**src/jsu_pkg.sv**
```systemverilog
// shared types, constants and the utf-8 encoder for the json string unescape unit
// no dependencies; imported by every module of the block
`timescale 1ns / 1ps
`default_nettype none

package jsu_pkg;

  // result record kinds
  localparam logic [1:0] KIND_BYTE = 2'd0;
  localparam logic [1:0] KIND_END  = 2'd1;
  localparam logic [1:0] KIND_ERR  = 2'd2;

  // largest result count of the main segment (one utf-8 sequence)
  localparam int unsigned SEG_BYTES   = 4;
  // bytes of a flushed lone high surrogate
  localparam int unsigned FLUSH_BYTES = 3;

  // input transfer payload
  typedef struct packed {
    logic [7:0] in_byte;
    logic       end_of_input;
  } in_item_t;

  // result transfer payload
  typedef struct packed {
    logic [7:0] out_byte;
    logic [1:0] out_kind;
    logic       last;
  } out_item_t;

  // encoded utf-8 sequence, byte 0 goes out first
  typedef struct packed {
    logic [2:0]                cnt;
    logic [SEG_BYTES-1:0][7:0] bytes;
  } utf8_t;

  // all results of one input item: optional flushed surrogate, then main segment
  typedef struct packed {
    logic                        a_en;
    logic [FLUSH_BYTES-1:0][7:0] a_bytes;
    logic [2:0]                  b_cnt;
    logic [1:0]                  b_kind;
    logic [SEG_BYTES-1:0][7:0]   b_bytes;
  } burst_t;

  // utf-8 encoding of one code point
  function automatic utf8_t utf8_enc(input logic [20:0] cp);
    utf8_t r;
    r = '0;
    if (cp < 21'h80) begin
      r.cnt      = 3'd1;
      r.bytes[0] = {1'b0, cp[6:0]};
    end else if (cp < 21'h800) begin
      r.cnt      = 3'd2;
      r.bytes[0] = {3'b110, cp[10:6]};
      r.bytes[1] = {2'b10, cp[5:0]};
    end else if (cp < 21'h10000) begin
      r.cnt      = 3'd3;
      r.bytes[0] = {4'b1110, cp[15:12]};
      r.bytes[1] = {2'b10, cp[11:6]};
      r.bytes[2] = {2'b10, cp[5:0]};
    end else begin
      r.cnt      = 3'd4;
      r.bytes[0] = {5'b11110, cp[20:18]};
      r.bytes[1] = {2'b10, cp[17:12]};
      r.bytes[2] = {2'b10, cp[11:6]};
      r.bytes[3] = {2'b10, cp[5:0]};
    end
    return r;
  endfunction

endpackage

`default_nettype wire

```
**src/json_string_unescape_utf8_unit.sv**
```systemverilog
// json string unescape to utf-8, one raw byte per input transfer
// the first result of an item is registered and appears in the cycle after its input transfer
// throughput: one item per cycle while each item gives at most one result and the output does not stall; an item
//   with n results holds the result register for n output transfers (n up to 6)
// reset: synchronous, returns the parser to idle waiting for an opening quote
// depends on jsu_pkg, jsu_decode, jsu_burst
`timescale 1ns / 1ps
`default_nettype none

module json_string_unescape_utf8_unit (
  input  wire logic               clk,
  input  wire logic               rst_n,
  input  wire logic               in_valid,
  output logic                    in_stall,
  input  wire jsu_pkg::in_item_t  in_data,
  output logic                    out_valid,
  input  wire logic               out_stall,
  output jsu_pkg::out_item_t      out_data
);
  import jsu_pkg::*;

  burst_t burst;
  logic   take_ok;
  logic   accept;

  // input transfer when the result register frees up this cycle
  assign in_stall = !take_ok;
  assign accept   = in_valid && take_ok;

  jsu_decode u_decode (
    .clk     (clk),
    .rst_n   (rst_n),
    .accept  (accept),
    .in_data (in_data),
    .burst   (burst)
  );

  jsu_burst u_burst (
    .clk       (clk),
    .rst_n     (rst_n),
    .load      (accept),
    .burst     (burst),
    .out_valid (out_valid),
    .out_stall (out_stall),
    .out_data  (out_data),
    .take_ok   (take_ok)
  );

endmodule

`default_nettype wire

```
**src/jsu_decode.sv**
```systemverilog
// parse state machine: turns one raw byte into the result burst of that item
// depends on jsu_pkg
`timescale 1ns / 1ps
`default_nettype none

module jsu_decode (
  input  wire logic             clk,
  input  wire logic             rst_n,
  input  wire logic             accept,
  input  wire jsu_pkg::in_item_t in_data,
  output jsu_pkg::burst_t       burst
);
  import jsu_pkg::*;

  localparam logic [7:0] CH_QUOTE = 8'h22;
  localparam logic [7:0] CH_BSL   = 8'h5C;
  localparam logic [7:0] CH_U     = 8'h75;
  localparam logic [1:0] DIG_LAST = 2'd3;

  typedef enum logic [2:0] {
    M_IDLE,
    M_STR,
    M_ESC,
    M_HEX,
    M_PEND,
    M_PEND_BS,
    M_LHEX
  } mode_t;

  mode_t       mode_r, mode_nxt;
  logic [1:0]  dig_r, dig_nxt;
  logic [15:0] code_r, code_nxt;
  logic [9:0]  ph_r, ph_nxt;

  logic [4:0]  hx;
  logic [15:0] acc_sh;
  utf8_t       enc_code;
  utf8_t       enc_pair;
  logic [7:0]  b;

  // hex digit value, bit 4 marks a valid digit
  function automatic logic [4:0] hex_val(input logic [7:0] c);
    logic [4:0] r;
    r = '0;
    if (c >= 8'h30 && c <= 8'h39) begin
      r = {1'b1, c[3:0]};
    end else if ((c >= 8'h61 && c <= 8'h66) || (c >= 8'h41 && c <= 8'h46)) begin
      r = {1'b1, c[3:0] + 4'd9};
    end
    return r;
  endfunction

  // single character escapes; anything else passes through
  function automatic logic [7:0] esc_map(input logic [7:0] c);
    logic [7:0] r;
    r = c;
    case (c)
      8'h62:   r = 8'h08;
      8'h66:   r = 8'h0C;
      8'h6E:   r = 8'h0A;
      8'h72:   r = 8'h0D;
      8'h74:   r = 8'h09;
      default: r = c;
    endcase
    return r;
  endfunction

  // next state and results of the current byte
  always_comb begin
    b        = in_data.in_byte;
    hx       = hex_val(b);
    acc_sh   = {code_r[11:0], hx[3:0]};
    enc_code = utf8_enc({5'd0, acc_sh});
    enc_pair = utf8_enc(21'h10000 + {1'b0, ph_r, acc_sh[9:0]});

    mode_nxt = mode_r;
    dig_nxt  = dig_r;
    code_nxt = code_r;
    ph_nxt   = ph_r;

    burst            = '0;
    burst.b_kind     = KIND_BYTE;
    // lone high surrogate as three bytes, used whenever a_en is set
    burst.a_bytes[0] = 8'hED;
    burst.a_bytes[1] = {4'hA, ph_r[9:6]};
    burst.a_bytes[2] = {2'b10, ph_r[5:0]};

    if (in_data.end_of_input) begin
      burst.b_cnt  = 3'd1;
      burst.b_kind = KIND_ERR;
      mode_nxt     = M_IDLE;
      code_nxt     = '0;
      ph_nxt       = '0;
    end else begin
      case (mode_r)
        M_STR, M_PEND: begin
          if (mode_r == M_PEND && b == CH_BSL) begin
            mode_nxt = M_PEND_BS;
          end else begin
            burst.a_en = (mode_r == M_PEND);
            ph_nxt     = '0;
            if (b == CH_QUOTE) begin
              burst.b_cnt  = 3'd1;
              burst.b_kind = KIND_END;
              mode_nxt     = M_IDLE;
              code_nxt     = '0;
            end else if (b == CH_BSL) begin
              mode_nxt = M_ESC;
            end else begin
              burst.b_cnt      = 3'd1;
              burst.b_bytes[0] = b;
              mode_nxt         = M_STR;
            end
          end
        end
        M_ESC, M_PEND_BS: begin
          if (b == CH_U) begin
            mode_nxt = (mode_r == M_ESC) ? M_HEX : M_LHEX;
            dig_nxt  = '0;
            code_nxt = '0;
          end else begin
            burst.a_en       = (mode_r == M_PEND_BS);
            ph_nxt           = '0;
            burst.b_cnt      = 3'd1;
            burst.b_bytes[0] = esc_map(b);
            mode_nxt         = M_STR;
          end
        end
        M_HEX, M_LHEX: begin
          if (!hx[4]) begin
            burst.b_cnt  = 3'd1;
            burst.b_kind = KIND_ERR;
            mode_nxt     = M_IDLE;
            code_nxt     = '0;
            ph_nxt       = '0;
          end else if (dig_r != DIG_LAST) begin
            code_nxt = acc_sh;
            dig_nxt  = dig_r + 2'd1;
          end else begin
            code_nxt = '0;
            if (mode_r == M_LHEX && acc_sh[15:10] == 6'b110111) begin
              // surrogate pair joins into one code point
              burst.b_cnt   = enc_pair.cnt;
              burst.b_bytes = enc_pair.bytes;
              ph_nxt        = '0;
              mode_nxt      = M_STR;
            end else begin
              burst.a_en = (mode_r == M_LHEX);
              if (acc_sh[15:10] == 6'b110110) begin
                ph_nxt   = acc_sh[9:0];
                mode_nxt = M_PEND;
              end else begin
                burst.b_cnt   = enc_code.cnt;
                burst.b_bytes = enc_code.bytes;
                ph_nxt        = '0;
                mode_nxt      = M_STR;
              end
            end
          end
        end
        default: begin
          // idle: only an opening quote starts a string
          code_nxt = '0;
          ph_nxt   = '0;
          if (b == CH_QUOTE) begin
            mode_nxt = M_STR;
          end else begin
            burst.b_cnt  = 3'd1;
            burst.b_kind = KIND_ERR;
            mode_nxt     = M_IDLE;
          end
        end
      endcase
    end
  end

  // parse state, advanced on each input transfer
  always_ff @(posedge clk) begin
    if (!rst_n) begin
      mode_r <= M_IDLE;
      dig_r  <= '0;
      code_r <= '0;
      ph_r   <= '0;
    end else if (accept) begin
      mode_r <= mode_nxt;
      dig_r  <= dig_nxt;
      code_r <= code_nxt;
      ph_r   <= ph_nxt;
    end
  end

endmodule

`default_nettype wire

```
**src/jsu_burst.sv**
```systemverilog
// result register: holds one item's burst and sends it one record per transfer
// depends on jsu_pkg
`timescale 1ns / 1ps
`default_nettype none

module jsu_burst (
  input  wire logic              clk,
  input  wire logic              rst_n,
  input  wire logic              load,
  input  wire jsu_pkg::burst_t   burst,
  output logic                   out_valid,
  input  wire logic              out_stall,
  output jsu_pkg::out_item_t     out_data,
  output logic                   take_ok
);
  import jsu_pkg::*;

  burst_t     bst_r;
  logic       busy_r;
  logic [2:0] idx_r, idx_nxt;
  logic [2:0] total;
  logic [2:0] total_in;
  logic [2:0] b_off;
  logic       is_last;
  logic       xfer;

  // record count of held and incoming bursts
  assign total    = (bst_r.a_en ? 3'(FLUSH_BYTES) : 3'd0) + bst_r.b_cnt;
  assign total_in = (burst.a_en ? 3'(FLUSH_BYTES) : 3'd0) + burst.b_cnt;
  assign is_last  = (idx_r == total - 3'd1);
  assign xfer     = busy_r && !out_stall;
  assign take_ok  = !busy_r || (xfer && is_last);
  assign idx_nxt  = idx_r + 3'd1;

  // select current record: flushed surrogate first, then main segment
  always_comb begin
    b_off             = (bst_r.a_en && idx_r >= 3'(FLUSH_BYTES)) ? idx_r - 3'(FLUSH_BYTES)
                                                                   : idx_r;
    out_valid         = busy_r;
    out_data.last     = is_last;
    if (bst_r.a_en && idx_r < 3'(FLUSH_BYTES)) begin
      out_data.out_byte = bst_r.a_bytes[idx_r[1:0]];
      out_data.out_kind = KIND_BYTE;
    end else begin
      out_data.out_byte = bst_r.b_bytes[b_off[1:0]];
      out_data.out_kind = bst_r.b_kind;
    end
  end

  // busy flag and record index; empty once the last record is taken
  always_ff @(posedge clk) begin
    if (!rst_n) begin
      busy_r <= 1'b0;
      idx_r  <= '0;
    end else if (load && take_ok) begin
      busy_r <= (total_in != 3'd0);
      idx_r  <= '0;
    end else if (xfer) begin
      if (is_last) begin
        busy_r <= 1'b0;
      end else begin
        idx_r <= idx_nxt;
      end
    end
  end

  always_ff @(posedge clk) begin
    if (load && take_ok) begin
      bst_r <= burst;
    end
  end

endmodule

`default_nettype wire
```
**config.mk**
```make
export PLATFORM = sky130hd
export DESIGN_NAME = json_string_unescape_utf8_unit
export DESIGN_NICKNAME = d
export VERILOG_FILES = /design/src/jsu_pkg.sv /design/src/json_string_unescape_utf8_unit.sv /design/src/jsu_decode.sv /design/src/jsu_burst.sv
export SDC_FILE = /design/constraint.sdc
export NUM_CORES = 1
export LEC_CHECK = 0
export BUFFER_PORTS_ARGS = -buffer_cell sky130_fd_sc_hd__buf_2
export CAP_MARGIN = 10
export CORE_MARGIN = 5
export CORE_UTILIZATION = 64
export CTS_BUF_LIST = sky130_fd_sc_hd__clkbuf_8
export DETAILED_ROUTE_END_ITERATION = 10
export MAX_ROUTING_LAYER = met4
export PLACE_DENSITY_LB_ADDON = 0.08
export SLEW_MARGIN = 20
export SYNTH_ARGS = -nofsm -noshare
export SYNTH_HDL_FRONTEND = slang
export SYNTH_SLANG_ARGS = --single-unit
export TNS_END_PERCENT = 1
```
**constraint.sdc**
```tcl
create_clock -name clk -period 4.55 [get_ports clk]
set_clock_uncertainty 0.2 [all_clocks]
set_input_delay 0.91 -clock clk [delete_from_list [all_inputs] [get_ports clk]]
set_output_delay 0.91 -clock clk [all_outputs]
set_load 0.005 [all_outputs]
```
==> run summary <==
Largest net degree at the start of global routing: 49
Post-synth top area share: 27.20%
Routed Antenna Nets: 0
H-tree depth: 3
Syn_nets: 589
Worst flop-to-flop path startpoint: u_decode.ph_r[6]
Sw Share: 28.45%
Most instantiated library cell after synthesis: nor2_1
LEAKAGE: 1.882 nW
Setup violators final: 0
GRT overflow: 0
Post-cts resize count: 0
CP max FO: 11
Crit share post-route: 90.62%
Crit end category: primary output
Total CTS buffers: 9
Cell row count: 32
Syn. warnings: 0
DR DRC count: 0
Combinational power share: 11.3%
Dpl hpwl: 10160 µm
Required @ worst endpoint: 3.44 ns
Antenna Cells: 0
CP startpoint kind: register
Pre-CTS WS: 0.4028 ns
Smallest hold slack: 0.2787 ns
Slew headroom: 32.00%
Filler cell count in the final layout: 613
Vias per inst: 6.886
Max-cap viol count: 0
Final hold violation count: 0
Final WL: 13980 µm
Unrepaired setup endpoints after global routing: no
R2r endpoint: u_burst.out_valid
R2R depth: 12
Number of iterations in the first detailed-routing pass: 9
CP Data Arrival Time: 3.01 ns
Die ar.: 9626 µm²
Worst skew pair latency: 0.37 ns
Initial Utilization: 64.97%
Sequential area share after synthesis: 39.69%
Clock Tree Root: clkbuf_8
Vias in the first global route: 4268
FFs w/ async S/R, synth: 0%
Iter 0 DRT Violations: 592
Ports: 26
Clock Power Share: 35.1%
Hold_sp: u_decode.dig_r[1]
Die Y-Extent: 98.11 µm
PD cells: 268.7 nW/µm²
Synth area leaders: edfxtp_1 27%, dfxtp_1 12%, a21oi_1 4.0%
Synth Instances: 560
CTS tree: yes
Max clock buf depth: 2
Core area: 7647 µm²
Proportion of layout cells with a drive suffix above 1: 12.74%
FF-to-FF setup slack: 1.05 ns
Worst hold endpoint: u_decode.dig_r[1]
Status: complete, no violations
Int Power: 1.026 mW
Synth Flop Type: edfxtp_1
FF+latch area: 1972 µm²
F_max: 242.5 MHz
Measured slew at the worst slew-check pin: 1.011 ns
Seq pwr share: 53.5%
Setup WS post-layout: 0.4269 ns
Buffer count from post-CTS setup fixing: 0
Top cells by count, synth: 51 x nor2_1, 45 x edfxtp_1, 40 x a21oi_1
Clock tree sinks: 76
Tot GR Track Use: 30.42%
Die W: 98.11 µm
Placer Congestion: 1.050
Setup_tns: 0 ns
Synthesized area: 4969 µm²
Crit path time final: 4.123 ns
First-pass GRT wire length: 22800 µm
Multi-input gate area: 2735 µm²
Switching power: 408.0 µW
Initial antenna violation count: 0
WL per Instance: 20.71 µm
Synth cell types: 73
Crit Path Class: register to primary output
Synthesized flop and latch total: 76
Nets@finish: 597
Fin. max-slew vios: 0
CTS Hold Bufs: 0
HP Class: register to register
Avg Cell Area, Syn: 8.872 µm²
I/O Buffers: 25
Synth-to-layout area growth: 7.404%
Yosys top cell by area: edfxtp_1
Post-synth EDFFs: 45
Clock-pin slew on the worst setup and hold paths: 0.09 ns
Maximum vdd drop: 0.1976 mV
Via count: 4648
Hold Crit Depth: 2
[final cells by class]
| type | instances | area share, % |
|---|---|---|
| Sequential cell | 76 | 36.95 |
| Inverter | 30 | 2.110 |
| Clock buffer | 9 | 2.321 |
| Timing Repair Buffer | 35 | 3.751 |
| Clock inverter | 7 | 1.219 |
| Tap cell | 102 | 2.392 |
| Multi-Input combinational cell | 416 | 51.25 |
[kinds of logic after synthesis]
group / Yosys count / synth area share [%]
AOI/OAI and AO/OA: 189 / 26.32
and+or+nand+nor: 191 / 20.62
adders and majority gates: 16 / 4.180
xor gates and xnor gates: 10 / 1.763
muxes: 10 / 2.065
buffers and inverters: 68 / 5.364
DFF: 76 / 39.69
[critical path, stage by stage, from the launching register on]
cell and delay, ns:
dfxtp_1 0.61, clkinv_1 0.35, ha_1 0.42, nand2_1 0.08, nand2_1 0.05, a32oi_1 0.59
o32ai_1 0.22, a21oi_1 0.18, buf_2 0.14
[power groups by stage]
stage | sequential (mW) | clock (mW) | combinational [mW]
after global routing | 0.771 | 0.545 | 0.177
after CTS | 0.768 | 0.502 | 0.161
after detailed placement | 0.784 | 0 | 0.161
after floorplan | 0.778 | 0 | 0.108
final | 0.768 | 0.504 | 0.163
after global placement | 0.782 | 0 | 0.158
[flip-flops by register name, summed over array words and instances (netlist names)]
| register | cells |
|---|---|
| u_burst.bst_r | 45 |
| u_decode.ph_r | 10 |
| u_decode.code_r | 12 |
| u_burst.out_valid | 1 |
| u_burst.idx_r | 3 |
| u_decode.mode_r | 3 |
| u_decode.dig_r | 2 |
[metrics by stage]
step	cells	total power [mW]	util (%)	area, µm²
floorplan	560	0.8865	-	4969
global placement	659	0.9402	67.31	5147
detailed placement	659	0.9444	67.31	5147
CTS	675	1.431	69.78	5336
global route	675	1.493	69.78	5336
finish	675	1.434	69.78	5336
[how the worst max path moves through the flow]
| stage | from | end | slack (ns) |
|---|---|---|---|
| after floorplan | u_burst.bst_r[61] | u_decode.ph_r[1] | 0.67 |
| after global placement | in_data[2] | u_burst.out_valid | 0.65 |
| after detailed placement | in_data[2] | u_burst.out_valid | 0.40 |
| after CTS | u_burst.idx_r[1] | out_data[10] | 0.44 |
| after global routing | u_burst.idx_r[1] | out_data[10] | 0.19 |
| final | u_burst.idx_r[1] | out_data[8] | 0.43 |
[layout by cell type, fill, tap and decap left out, types with 9 or more instances in the layout]
master / synthesis / final
clkbuf_8: 0 / 9
ha_1: 15 / 15
nor2b_1: 20 / 20
nor2_1: 51 / 51
buf_4: 2 / 10
edfxtp_1: 45 / 45
a22oi_1: 21 / 21
o21ai_0: 30 / 30
nor3_1: 9 / 9
inv_1: 28 / 28
dfxtp_1: 31 / 31
nand2_1: 34 / 34
nand3_1: 17 / 17
a21oi_1: 40 / 39
and2_1: 10 / 10
a211oi_1: 21 / 21
buf_2: 3 / 25
[routing by layer]
| layer | wire length, µm | global-route usage (%) | vias to the layer above |
|---|---|---|---|
| met4 | 310 | 8.200 | 0 |
| met2 | 6498 | 44.92 | 302 |
| li1 | - | - | 2123 |
| met3 | 1508 | 6.143 | 37 |
| met5 | 0 | - | - |
| met1 | 5664 | 42.84 | 2186 |
(Power assumes the default switching activity.)
